==> config.mk <==
export PLATFORM = sky130hd
export DESIGN_NAME = keyed_variable_store_allocator
export DESIGN_NICKNAME = d
export VERILOG_FILES = /design/src/rtl/kvs_pkg.sv /design/src/rtl/kvs_ram.sv /design/src/rtl/kvs_overlap.sv /design/src/rtl/keyed_variable_store_allocator.sv
export VERILOG_INCLUDE_DIRS = /design/src /design/src/rtl
export SDC_FILE = /design/constraint.sdc
export NUM_CORES = 2
export LEC_CHECK = 0
export BUFFER_PORTS_ARGS = -buffer_cell sky130_fd_sc_hd__buf_4
export CAP_MARGIN = 0
export CORE_ASPECT_RATIO = 0.8
export CORE_MARGIN = 2
export CORE_UTILIZATION = 55
export CTS_BUF_LIST = sky130_fd_sc_hd__clkbuf_8
export CTS_CLUSTER_DIAMETER = 200
export CTS_CLUSTER_SIZE = 30
export DETAILED_ROUTE_END_ITERATION = 7
export PLACE_DENSITY = 0.71
export SYNTH_ARGS = -nofsm -noshare
export SYNTH_HDL_FRONTEND = slang
export SYNTH_SLANG_ARGS = --single-unit
==> constraint.sdc <==
create_clock -name clk -period 20.2 [get_ports clk]
set_input_delay 3.03 -clock clk [delete_from_list [all_inputs] [get_ports clk]]
set_output_delay 3.03 -clock clk [all_outputs]
set_load 0.03 [all_outputs]
==> src/rtl/assert_macros.svh <==
// Assertion helper macros used by the allocator RTL.
`ifndef ASSERT_MACROS_SVH
`define ASSERT_MACROS_SVH
`ifndef SYNTHESIS
// Assert that prop holds at every rising clock edge outside reset.
`define ASSERT_ALWAYS(label, clk_s, rst_s, prop) \
    label: assert property (@(posedge clk_s) disable iff (!rst_s) (prop)) \
        else $error("assertion failed: label");
// Assert that cond implies the next-cycle consequence.
`define ASSERT_NEXT(label, clk_s, rst_s, cond, cons) \
    label: assert property (@(posedge clk_s) disable iff (!rst_s) (cond) |=> (cons)) \
        else $error("assertion failed: label");
`else
`define ASSERT_ALWAYS(label, clk_s, rst_s, prop)
`define ASSERT_NEXT(label, clk_s, rst_s, cond, cons)
`endif
`endif

==> src/rtl/kvs_pkg.sv <==
// ----------------------------------------------------------------------------
// kvs_pkg
// Types, constants and codes shared by the keyed variable store.
// ----------------------------------------------------------------------------
package kvs_pkg;

    localparam int MaxEntries = 16;
    localparam int MemBytes   = 128;
    localparam int MaxString  = 62;

    localparam int IdxW  = $clog2(MaxEntries);
    localparam int CntW  = $clog2(MaxEntries + 1);
    localparam int AddrW = $clog2(MemBytes);
    localparam int SpanW = AddrW + 1;

    localparam logic [7:0] TypeI = 8'h49;
    localparam logic [7:0] TypeF = 8'h46;
    localparam logic [7:0] TypeC = 8'h43;
    localparam logic [7:0] TypeS = 8'h53;

    typedef enum logic [1:0] {
        REQ_SET_HDR = 2'd0,
        REQ_SET_DATA = 2'd1,
        REQ_GET = 2'd2,
        REQ_DELETE = 2'd3
    } req_t;

    typedef enum logic [2:0] {
        ST_OK = 3'd0,
        ST_FULL = 3'd1,
        ST_ZERO_NAME = 3'd2,
        ST_BAD_TYPE = 3'd3,
        ST_NO_SPACE = 3'd4,
        ST_NOT_FOUND = 3'd5,
        ST_TOO_LONG = 3'd6,
        ST_UNEXPECTED = 3'd7
    } status_t;

    typedef struct packed {
        logic [1:0] req_type;
        logic [7:0] var_name;
        logic [7:0] process_id;
        logic [7:0] type_char;
        logic [7:0] string_length;
        logic [7:0] data_byte;
    } in_item_t;

    typedef struct packed {
        logic [2:0] status;
        logic [7:0] out_byte;
        logic       last;
    } out_item_t;

    typedef struct packed {
        logic [7:0]       name;
        logic [7:0]       pid;
        logic [7:0]       vtype;
        logic [AddrW-1:0] len;
        logic [AddrW-1:0] addr;
    } entry_t;

    typedef enum logic [3:0] {
        S_IDLE,
        S_FIND,
        S_SHIFT,
        S_DELSCAN,
        S_DELDROP,
        S_PLACE,
        S_FIT,
        S_COMMIT,
        S_GETRD,
        S_GETOUT,
        S_GETLEN,
        S_GETTYPE,
        S_RESP
    } state_t;

endpackage

==> src/rtl/kvs_ram.sv <==
// ----------------------------------------------------------------------------
// kvs_ram
// Generic single-port RAM with registered read.
// ----------------------------------------------------------------------------
module kvs_ram #(
    parameter int Width = 8,
    parameter int Depth = 128
) (
    input  logic                     clk,
    input  logic                     we,
    input  logic [$clog2(Depth)-1:0] addr,
    input  logic [Width-1:0]         wdata,
    output logic [Width-1:0]         rdata
);

    logic [Width-1:0] mem [Depth];

    always_ff @(posedge clk)
    begin
        if (we)
        begin
            mem[addr] <= wdata;
        end
        rdata <= mem[addr];
    end

endmodule

==> src/rtl/kvs_overlap.sv <==
// ----------------------------------------------------------------------------
// kvs_overlap
// Shared compare unit: span fit and overlap test for one table entry.
// ----------------------------------------------------------------------------
module kvs_overlap import kvs_pkg::*; (
    input  logic [SpanW-1:0] cand,
    input  logic [AddrW-1:0] len,
    input  entry_t           ent,
    output logic             in_range,
    output logic             overlap,
    output logic [SpanW-1:0] ent_end
);

    logic [SpanW:0] cand_end;

    always_comb
    begin
        ent_end  = {1'b0, ent.addr} + {1'b0, ent.len};
        cand_end = {1'b0, cand} + {2'b00, len};
        in_range = cand_end <= (SpanW+1)'(MemBytes);
        // spans overlap when neither is empty and they intersect
        overlap  = (len != '0) && (ent.len != '0)
                   && ({2'b00, ent.addr} < cand_end) && (cand < ent_end);
    end

endmodule

==> src/rtl/keyed_variable_store_allocator.sv <==
// ----------------------------------------------------------------------------
// keyed_variable_store_allocator
// Byte store keyed by variable name and process id with first-fit placement.
// ----------------------------------------------------------------------------
// One request at a time passes through a small sequencer that walks the
// entry table one entry per cycle through a single shared compare unit.
// Data and unexpected-data requests pass through the response state only. A
// set header runs the key search, closes the gap of a replaced entry, and
// then tries (N+1) candidates, each against every entry, for the first-fit
// search (N = live entries, at most 16). A get finds the key, then streams
// each byte (data memory read, then output). A delete compacts the table
// with each drop. A new request is held off while a response waits on a
// stalled output. There is no clearing pass after reset: memory contents
// are undefined until written.
// ----------------------------------------------------------------------------
`include "assert_macros.svh"

module keyed_variable_store_allocator import kvs_pkg::*; (
    input  logic      clk,
    input  logic      rst_n,
    input  logic      in_valid,
    output logic      in_stall,
    input  in_item_t  in_data,
    output logic      out_valid,
    input  logic      out_stall,
    output out_item_t out_data
);

    state_t state_reg, state_next;

    entry_t     table_reg [MaxEntries];
    logic [CntW-1:0] count_reg;
    logic [AddrW:0]  pending_reg;
    logic [AddrW-1:0] waddr_reg;

    in_item_t   req_reg;
    logic [CntW-1:0] i_reg;       // scan index
    logic [IdxW-1:0] j_reg;       // inner scan for placement
    logic [CntW-1:0] cand_idx_reg; // 0 = address 0, k+1 = end of entry k
    logic [SpanW-1:0] cand_reg;
    logic [AddrW-1:0] len_reg;
    logic [SpanW-1:0] best_reg;
    logic             best_ok_reg;
    logic             fit_reg;
    logic [IdxW-1:0]  hit_reg;
    logic [AddrW-1:0] rd_cnt_reg;
    out_item_t        out_reg;
    logic             out_valid_reg;

    // Shared compare unit
    entry_t          cmp_ent;
    logic            cmp_in_range, cmp_overlap;
    logic [SpanW-1:0] cmp_end;

    kvs_overlap u_ov (
        .cand    (cand_reg),
        .len     (len_reg),
        .ent     (cmp_ent),
        .in_range(cmp_in_range),
        .overlap (cmp_overlap),
        .ent_end (cmp_end)
    );

    // Data memory
    logic             mem_we;
    logic [AddrW-1:0] mem_addr;
    logic [7:0]       mem_rdata;

    kvs_ram #(.Width(8), .Depth(MemBytes)) u_mem (
        .clk  (clk),
        .we   (mem_we),
        .addr (mem_addr),
        .wdata(req_reg.data_byte),
        .rdata(mem_rdata)
    );

    logic accept;
    logic out_free;
    logic out_load;
    logic key_hit;
    logic del_hit;
    logic [AddrW-1:0] type_len;
    logic type_ok;
    logic too_long;
    logic [CntW-1:0] last_idx;

    assign out_free  = !out_valid_reg || !out_stall;
    // hold new requests while the sequencer is busy or a response is stuck
    assign in_stall  = (state_reg != S_IDLE) || !out_free;
    assign accept    = in_valid && !in_stall;
    assign out_valid = out_valid_reg;
    assign out_data  = out_reg;

    // Load the output register in the response states once it is free
    assign out_load = out_free
                      && (state_reg == S_RESP || state_reg == S_GETOUT
                          || state_reg == S_GETTYPE
                          || (state_reg == S_GETLEN && table_reg[hit_reg].vtype == TypeS));

    // During placement the compare unit yields the end of the candidate entry
    assign cmp_ent  = (state_reg == S_PLACE)
                      ? table_reg[cand_idx_reg[IdxW-1:0] - IdxW'(1)]
                      : table_reg[j_reg];
    assign key_hit  = (table_reg[i_reg[IdxW-1:0]].name == req_reg.var_name)
                      && (table_reg[i_reg[IdxW-1:0]].pid == req_reg.process_id);
    assign del_hit  = (table_reg[i_reg[IdxW-1:0]].pid == req_reg.process_id);
    assign last_idx = count_reg - CntW'(1);

    // Size the variable by its type
    always_comb
    begin
        type_ok  = 1'b1;
        too_long = 1'b0;
        type_len = '0;
        unique case (req_reg.type_char)
            TypeI: type_len = AddrW'(2);
            TypeF: type_len = AddrW'(4);
            TypeC: type_len = AddrW'(1);
            TypeS:
            begin
                too_long = req_reg.string_length > 8'(MaxString);
                type_len = req_reg.string_length[AddrW-1:0];
            end
            default: type_ok = 1'b0;
        endcase
    end

    // Next state
    always_comb
    begin
        state_next = state_reg;
        unique case (state_reg)
            S_IDLE:
            begin
                if (accept)
                begin
                    unique case (in_data.req_type)
                        REQ_SET_HDR:  state_next = S_FIND;
                        REQ_SET_DATA: state_next = S_RESP;
                        REQ_GET:      state_next = S_FIND;
                        REQ_DELETE:   state_next = S_DELSCAN;
                        default:      state_next = S_RESP;
                    endcase
                end
            end
            S_FIND:
            begin
                if (req_reg.req_type == REQ_SET_HDR
                    && (count_reg >= CntW'(MaxEntries) || req_reg.var_name == '0))
                begin
                    state_next = S_RESP;
                end
                else if (i_reg >= count_reg)
                begin
                    if (req_reg.req_type == REQ_GET)
                        state_next = S_RESP;
                    else if (!type_ok || too_long)
                        state_next = S_RESP;
                    else
                        state_next = S_PLACE;
                end
                else if (key_hit)
                begin
                    state_next = (req_reg.req_type == REQ_GET) ? S_GETRD : S_SHIFT;
                end
            end
            S_SHIFT:
            begin
                if (i_reg + CntW'(1) >= last_idx || last_idx == '0)
                    state_next = (!type_ok || too_long) ? S_RESP : S_PLACE;
            end
            S_DELSCAN:
            begin
                if (i_reg >= count_reg)
                    state_next = S_RESP;
                else if (del_hit)
                    state_next = S_DELDROP;
            end
            S_DELDROP:
            begin
                if (!({1'b0, j_reg} + CntW'(1) < count_reg))
                    state_next = S_DELSCAN;
            end
            S_PLACE:
            begin
                if (cand_idx_reg > count_reg)
                    state_next = S_COMMIT;
                else
                    state_next = S_FIT;
            end
            S_FIT:
            begin
                if ({1'b0, j_reg} >= count_reg || !fit_reg)
                    state_next = S_PLACE;
            end
            S_COMMIT:  state_next = S_RESP;
            S_GETRD:
            begin
                if (out_free)
                    state_next = (rd_cnt_reg == table_reg[hit_reg].len) ? S_GETLEN : S_GETOUT;
            end
            S_GETOUT:
            begin
                if (out_free)
                    state_next = S_GETRD;
            end
            S_GETLEN:
            begin
                if (out_free)
                    state_next = S_GETTYPE;
            end
            S_GETTYPE:
            begin
                if (out_free)
                    state_next = S_IDLE;
            end
            S_RESP:
            begin
                if (out_free)
                    state_next = S_IDLE;
            end
            default: state_next = S_IDLE;
        endcase
    end

    // Memory address and write strobe
    always_comb
    begin
        mem_we   = 1'b0;
        mem_addr = waddr_reg;
        if (state_reg == S_RESP && req_reg.req_type == REQ_SET_DATA
            && pending_reg != '0 && out_free)
        begin
            mem_we = 1'b1;
        end
        if (state_reg == S_GETRD)
        begin
            mem_addr = table_reg[hit_reg].addr + rd_cnt_reg;
        end
    end

    always_ff @(posedge clk or negedge rst_n)
    begin
        if (!rst_n)
        begin
            state_reg     <= S_IDLE;
            count_reg     <= '0;
            pending_reg   <= '0;
            waddr_reg     <= '0;
            out_valid_reg <= 1'b0;
        end
        else
        begin
            state_reg <= state_next;
            if (out_load)
                out_valid_reg <= 1'b1;
            else if (!out_stall)
                out_valid_reg <= 1'b0;

            unique case (state_reg)
                S_IDLE:
                begin
                    if (accept)
                    begin
                        req_reg     <= in_data;
                        i_reg       <= '0;
                        j_reg       <= '0;
                        best_ok_reg <= 1'b0;
                        rd_cnt_reg  <= '0;
                        // headers and deletes cancel outstanding data
                        if (in_data.req_type == REQ_SET_HDR
                            || in_data.req_type == REQ_DELETE)
                            pending_reg <= '0;
                    end
                end
                S_FIND:
                begin
                    if (req_reg.req_type == REQ_SET_HDR
                        && count_reg >= CntW'(MaxEntries))
                    begin
                        out_reg <= '{status: ST_FULL, out_byte: '0, last: 1'b1};
                    end
                    else if (req_reg.req_type == REQ_SET_HDR && req_reg.var_name == '0)
                    begin
                        out_reg <= '{status: ST_ZERO_NAME, out_byte: '0, last: 1'b1};
                    end
                    else if (i_reg >= count_reg)
                    begin
                        if (req_reg.req_type == REQ_GET)
                            out_reg <= '{status: ST_NOT_FOUND, out_byte: '0, last: 1'b1};
                        else if (!type_ok)
                            out_reg <= '{status: ST_BAD_TYPE, out_byte: '0, last: 1'b1};
                        else if (too_long)
                            out_reg <= '{status: ST_TOO_LONG, out_byte: '0, last: 1'b1};
                        len_reg      <= type_len;
                        cand_idx_reg <= '0;
                    end
                    else if (key_hit)
                    begin
                        hit_reg <= i_reg[IdxW-1:0];
                        if (req_reg.req_type == REQ_SET_HDR)
                        begin
                            len_reg      <= type_len;
                            cand_idx_reg <= '0;
                            if (!type_ok)
                                out_reg <= '{status: ST_BAD_TYPE, out_byte: '0, last: 1'b1};
                            else if (too_long)
                                out_reg <= '{status: ST_TOO_LONG, out_byte: '0, last: 1'b1};
                        end
                    end
                    else
                    begin
                        i_reg <= i_reg + CntW'(1);
                    end
                end
                S_SHIFT:
                begin
                    // advance the tail down one slot per cycle
                    if (last_idx != '0 && i_reg + CntW'(1) < CntW'(MaxEntries))
                        table_reg[i_reg[IdxW-1:0]] <= table_reg[i_reg[IdxW-1:0] + IdxW'(1)];
                    i_reg <= i_reg + CntW'(1);
                    if (i_reg + CntW'(1) >= last_idx || last_idx == '0)
                        count_reg <= last_idx;
                end
                S_DELSCAN:
                begin
                    if (i_reg >= count_reg)
                        out_reg <= '{status: ST_OK, out_byte: '0, last: 1'b1};
                    else if (del_hit)
                        j_reg <= i_reg[IdxW-1:0];
                    else
                        i_reg <= i_reg + CntW'(1);
                end
                S_DELDROP:
                begin
                    // drop: pull next entry into this slot, one per cycle
                    if ({1'b0, j_reg} + CntW'(1) < count_reg)
                    begin
                        table_reg[j_reg] <= table_reg[j_reg + IdxW'(1)];
                        j_reg <= j_reg + IdxW'(1);
                    end
                    else
                    begin
                        count_reg <= last_idx;
                    end
                end
                S_PLACE:
                begin
                    j_reg   <= '0;
                    fit_reg <= 1'b1;
                    if (cand_idx_reg == '0)
                        cand_reg <= '0;
                    else
                        cand_reg <= cmp_end;
                    cand_idx_reg <= cand_idx_reg + CntW'(1);
                end
                S_FIT:
                begin
                    if ({1'b0, j_reg} >= count_reg)
                    begin
                        if (fit_reg && cmp_in_range
                            && (!best_ok_reg || cand_reg < best_reg))
                        begin
                            best_reg    <= cand_reg;
                            best_ok_reg <= 1'b1;
                        end
                    end
                    else
                    begin
                        if (cmp_overlap || !cmp_in_range)
                            fit_reg <= 1'b0;
                        j_reg <= j_reg + IdxW'(1);
                    end
                end
                S_COMMIT:
                begin
                    if (best_ok_reg)
                    begin
                        table_reg[count_reg[IdxW-1:0]] <= '{name: req_reg.var_name,
                            pid: req_reg.process_id, vtype: req_reg.type_char,
                            len: len_reg, addr: best_reg[AddrW-1:0]};
                        count_reg   <= count_reg + CntW'(1);
                        pending_reg <= {1'b0, len_reg};
                        waddr_reg   <= (len_reg != '0)
                                       ? best_reg[AddrW-1:0] + len_reg - AddrW'(1)
                                       : best_reg[AddrW-1:0];
                        out_reg <= '{status: ST_OK, out_byte: '0, last: 1'b1};
                    end
                    else
                    begin
                        out_reg <= '{status: ST_NO_SPACE, out_byte: '0, last: 1'b1};
                    end
                end
                S_GETRD:
                begin
                    if (out_free)
                        rd_cnt_reg <= rd_cnt_reg + AddrW'(1);
                end
                S_GETOUT:
                begin
                    if (out_free)
                        out_reg <= '{status: ST_OK, out_byte: mem_rdata, last: 1'b0};
                end
                S_GETLEN:
                begin
                    if (out_free && table_reg[hit_reg].vtype == TypeS)
                    begin
                        out_reg <= '{status: ST_OK,
                            out_byte: 8'(table_reg[hit_reg].len), last: 1'b0};
                    end
                end
                S_GETTYPE:
                begin
                    if (out_free)
                    begin
                        out_reg <= '{status: ST_OK,
                            out_byte: table_reg[hit_reg].vtype, last: 1'b1};
                    end
                end
                S_RESP:
                begin
                    if (out_free)
                    begin
                        if (req_reg.req_type == REQ_SET_DATA)
                        begin
                            if (pending_reg == '0)
                                out_reg <= '{status: ST_UNEXPECTED, out_byte: '0, last: 1'b1};
                            else
                            begin
                                out_reg <= '{status: ST_OK, out_byte: '0, last: 1'b1};
                                pending_reg <= pending_reg - (AddrW+1)'(1);
                                if (waddr_reg != '0)
                                    waddr_reg <= waddr_reg - AddrW'(1);
                            end
                        end
                    end
                end
                default: ;
            endcase
        end
    end

    `ASSERT_ALWAYS(a_count_bound, clk, rst_n, count_reg <= CntW'(MaxEntries))
    `ASSERT_ALWAYS(a_busy_stall, clk, rst_n, state_reg == S_IDLE || in_stall)
    `ASSERT_NEXT(a_hold_out, clk, rst_n, out_valid && out_stall, $stable(out_data) && out_valid)
    `ASSERT_ALWAYS(a_pending_bound, clk, rst_n, pending_reg <= (AddrW+1)'(MemBytes))

endmodule

==> results.md <==
* DRT Wirelength at 249500 um
* CTS tree: yes
* Synth top area share at 62.18%
* Post-synth EDFFs at 1736
* Hold-fix buffer count after cts at 0
* Detail-routed via count per cell at 7.464
* Period utilisation layout at 36.41%
* H-tree depth at 3
* GPL Wtd Cong at between 0.9 and 1
* # DRC at 0
* Post-Syn Nets at roughly 5000
* Vias in the first global route at between 40000 and 50000
* All-Layer GR Usage at 31.88%
* Post-synth top area cell: edfxtp_1
* Worst-Margin Slew at 1166 ps
* Nets at 5042
* Final Max Slew Viols at 0
* Core ar. at 151800 um2
* Post-synthesis cell count at 4992
* Area of the die at between 150000 and 200000 um2
* First-pass GRT wire length at about 360000 um
* Worst Setup End Kind: register
* # IOs at 60
* Vias at 51980
* Asr flop ratio synth at 1.404%
* Min Hold Slack at approximately 500 ps
* # setup viols final at 0
* Critical Path RT at approximately 21000 ps
* Worst-path clk slew at 190 ps
* Layout cell share with drive strength beyond 1 at 20.91%
* Cell variety after synth at 90
* Antenna violations before repair at 5
* Crit path kind: reg -> reg
* Outcome: complete, no violations
* Num CTS Buffers at 69
* Die W at between 400 and 500 um
* Setup WS pre-CTS at 13050 ps
* CP max FO at 112
* Drt pass-1 iters at 6
* Worst skew pair latency at 940 ps
* Clock skew at approximately 130 ps
* Rows at between 100 and 150
* Dominant cells by area after synthesis: edfxtp_1, mux4_2, a22oi_1, nand2_1, ha_1
* CP arrival at a little over 8000 ps
* Slowest stage cell, crit path: a221oi_1
* Fillers at 11200
* Max incr delay on CP at 800 ps
* Hold Crit Class: reg -> reg
* Drt first-iter violations at 8972
* CP most frequent cell: buf_4
* Reg2reg setup slack at ~13000 ps
* Final HPWL DP at 148300 um
* Max Fclk at 136.0 MHz
* Syn avg cell area at 16.79 um2
* Crit start category: register
* Pin count of the biggest net entering global routing at 130
* RSZ-0062 raised after global routing: false
* Clock Path Buffers at 3
* Pwr dens at 135.4 nW/um2
* Hold Vio Cnt, Final at 0
* Clk sinks at 1781
* Post-DRT Antenna Nets at 0
* Total gr overflow at 0
* Power, Total at 11.89 mW
* Slew margin rel. at 20.27%
* Post-CTS setup buffer count at 0
* Max_cap viols at 0
* # resized after CTS at 0
* Die Ht at between 300 and 400 um
* Sequential fraction of the synthesis area at between 60 and 70%
* Primary FF master, synth: edfxtp_1
* Synth Register Bits at 1781
* FF-to-FF path depth at 16
* Wirelength per Cell at 35.82 um
* Inst Count DP at 6849
* Clk root buf: clkbuf_8
* YS warnings at 0
* Worst hold start: hit_reg[3]
* CP Cell Sequence: buf_4 -> buf_4 -> mux4_2 -> mux4_2 -> ha_1 -> xor2_1 -> mux2_2 -> nor3_2 -> buf_4 -> buf_12 -> a22o_1 -> a221oi_1 -> a31oi_1 -> nand4_1 -> nand4_1 -> or4_1
* Starting density of the core at 55.22%
* Post-Syn Area at around 84000 um2
* Final worst-path setup slack at 12850 ps
* Leak at 27.66 nW
* Worst Hold Path Cells at 1
* Setup tns final at 0 ps
* Tmin final at 7354 ps
* Largest register FFs at 1024
* Area grow syn2layout at 4.762%
* PortBufs at 59
* Reg-to-reg critical path endpoint: u_mem.rdata[1]
* Worst vdd ir at about 0.00019 V
* Post-route insts no fill at 6964
-- cell families after synthesis --
kind of cell	after synthesis	synth area share (%)
DFF	1781	63.40
AOI/OAI and AO/OA	960	8.410
and+or+nand+nor	888	4.886
muxes	763	18.87
buffers and inverters	432	2.231
adders and majority gates	91	1.394
xor gates and xnor gates	77	0.8044
-- layout make-up --
cell class	instances	area [um2]	share of cell area, %
flip-flops and latches	1781	53180	60.55
multi-input cells	2779	29030	33.06
well taps	2015	2521	2.870
repair buffers	207	1667	1.898
clock buffers	70	963.4	1.097
inverters	67	252.7	0.2878
clock inverters	41	206.4	0.2351
diodes	4	10.01	0.01140
-- synthesized netlist by cell type, drive strengths merged (13+ instances only) --
master,n
a21oi,65
nand4,25
nand3,67
inv,66
nand2,362
and3,73
a31oi,100
edfxtp,1736
nor2b,13
nor3,33
nor4,13
a21o,35
mux2i,87
dfxtp,20
a221oi,117
a22oi,298
clkbuf,166
xor2,32
o21ai,104
a22o,122
mux2,28
nor2,221
dfrtp,25
ha,87
xnor2,45
mux4,648
o22ai,15
buf,199
nand2b,24
-- layer usage --
| layer | part of all wire [%] | GRT usage, % |
|---|---|---|
| met2 | 43 | 43.66 |
| met1 | 38 | 47.82 |
| met5 | 0.011 | 0 |
| met3 | 16 | 11.72 |
| met4 | 3.7 | 9.829 |
-- worst max-delay path, delay by kind of cell (launching register included) --
kind                       cells  cell delay [ps]
muxes                          3             1460
AOI/OAI and AO/OA              3             1380
adders and majority gates      1              350
xor gates and xnor gates       1              300
and+or+nand+nor                4              980
DFF                            1              790
buffers and inverters          4             1770
-- through the flow --
step	utilization (%)	instance area (um2)
global route	57.85	87830
floorplan	-	83840
finish	57.85	87830
CTS	57.84	87820
detailed placement	57.07	86650
global placement	57.07	86650
-- how the worst max path moves through the flow --
stage                              endpoint     start
after global routing      u_mem.mem[126][3]  register
after global placement    u_mem.mem[126][2]  register
after CTS                 u_mem.mem[115][7]  register
after detailed placement  u_mem.mem[115][5]  register
final                        u_mem.rdata[1]  register
after floorplan            table_reg[10][0]     rst_n
-- power breakdown --
group / internal, mW / leakage, nW / switching [mW]
clock network: 0.334 / 0.719 / 1.07
logic: 2.18 / 10.8 / 3.40
registers: 4.68 / 16.1 / 0.235
-- layout by cell type (no fill, tap or decap), drive strengths merged, types with 73 or more instances in the layout --
cell,netlist,routed
a22oi,298,298
buf,199,207
o21ai,104,104
a221oi,117,117
inv,66,104
nor2,221,221
a31oi,100,100
a22o,122,122
and3,73,73
mux2i,87,87
edfxtp,1736,1736
nand2,362,362
mux4,648,648
ha,87,87
No activity file was read; power rests on OpenSTA's default activity.
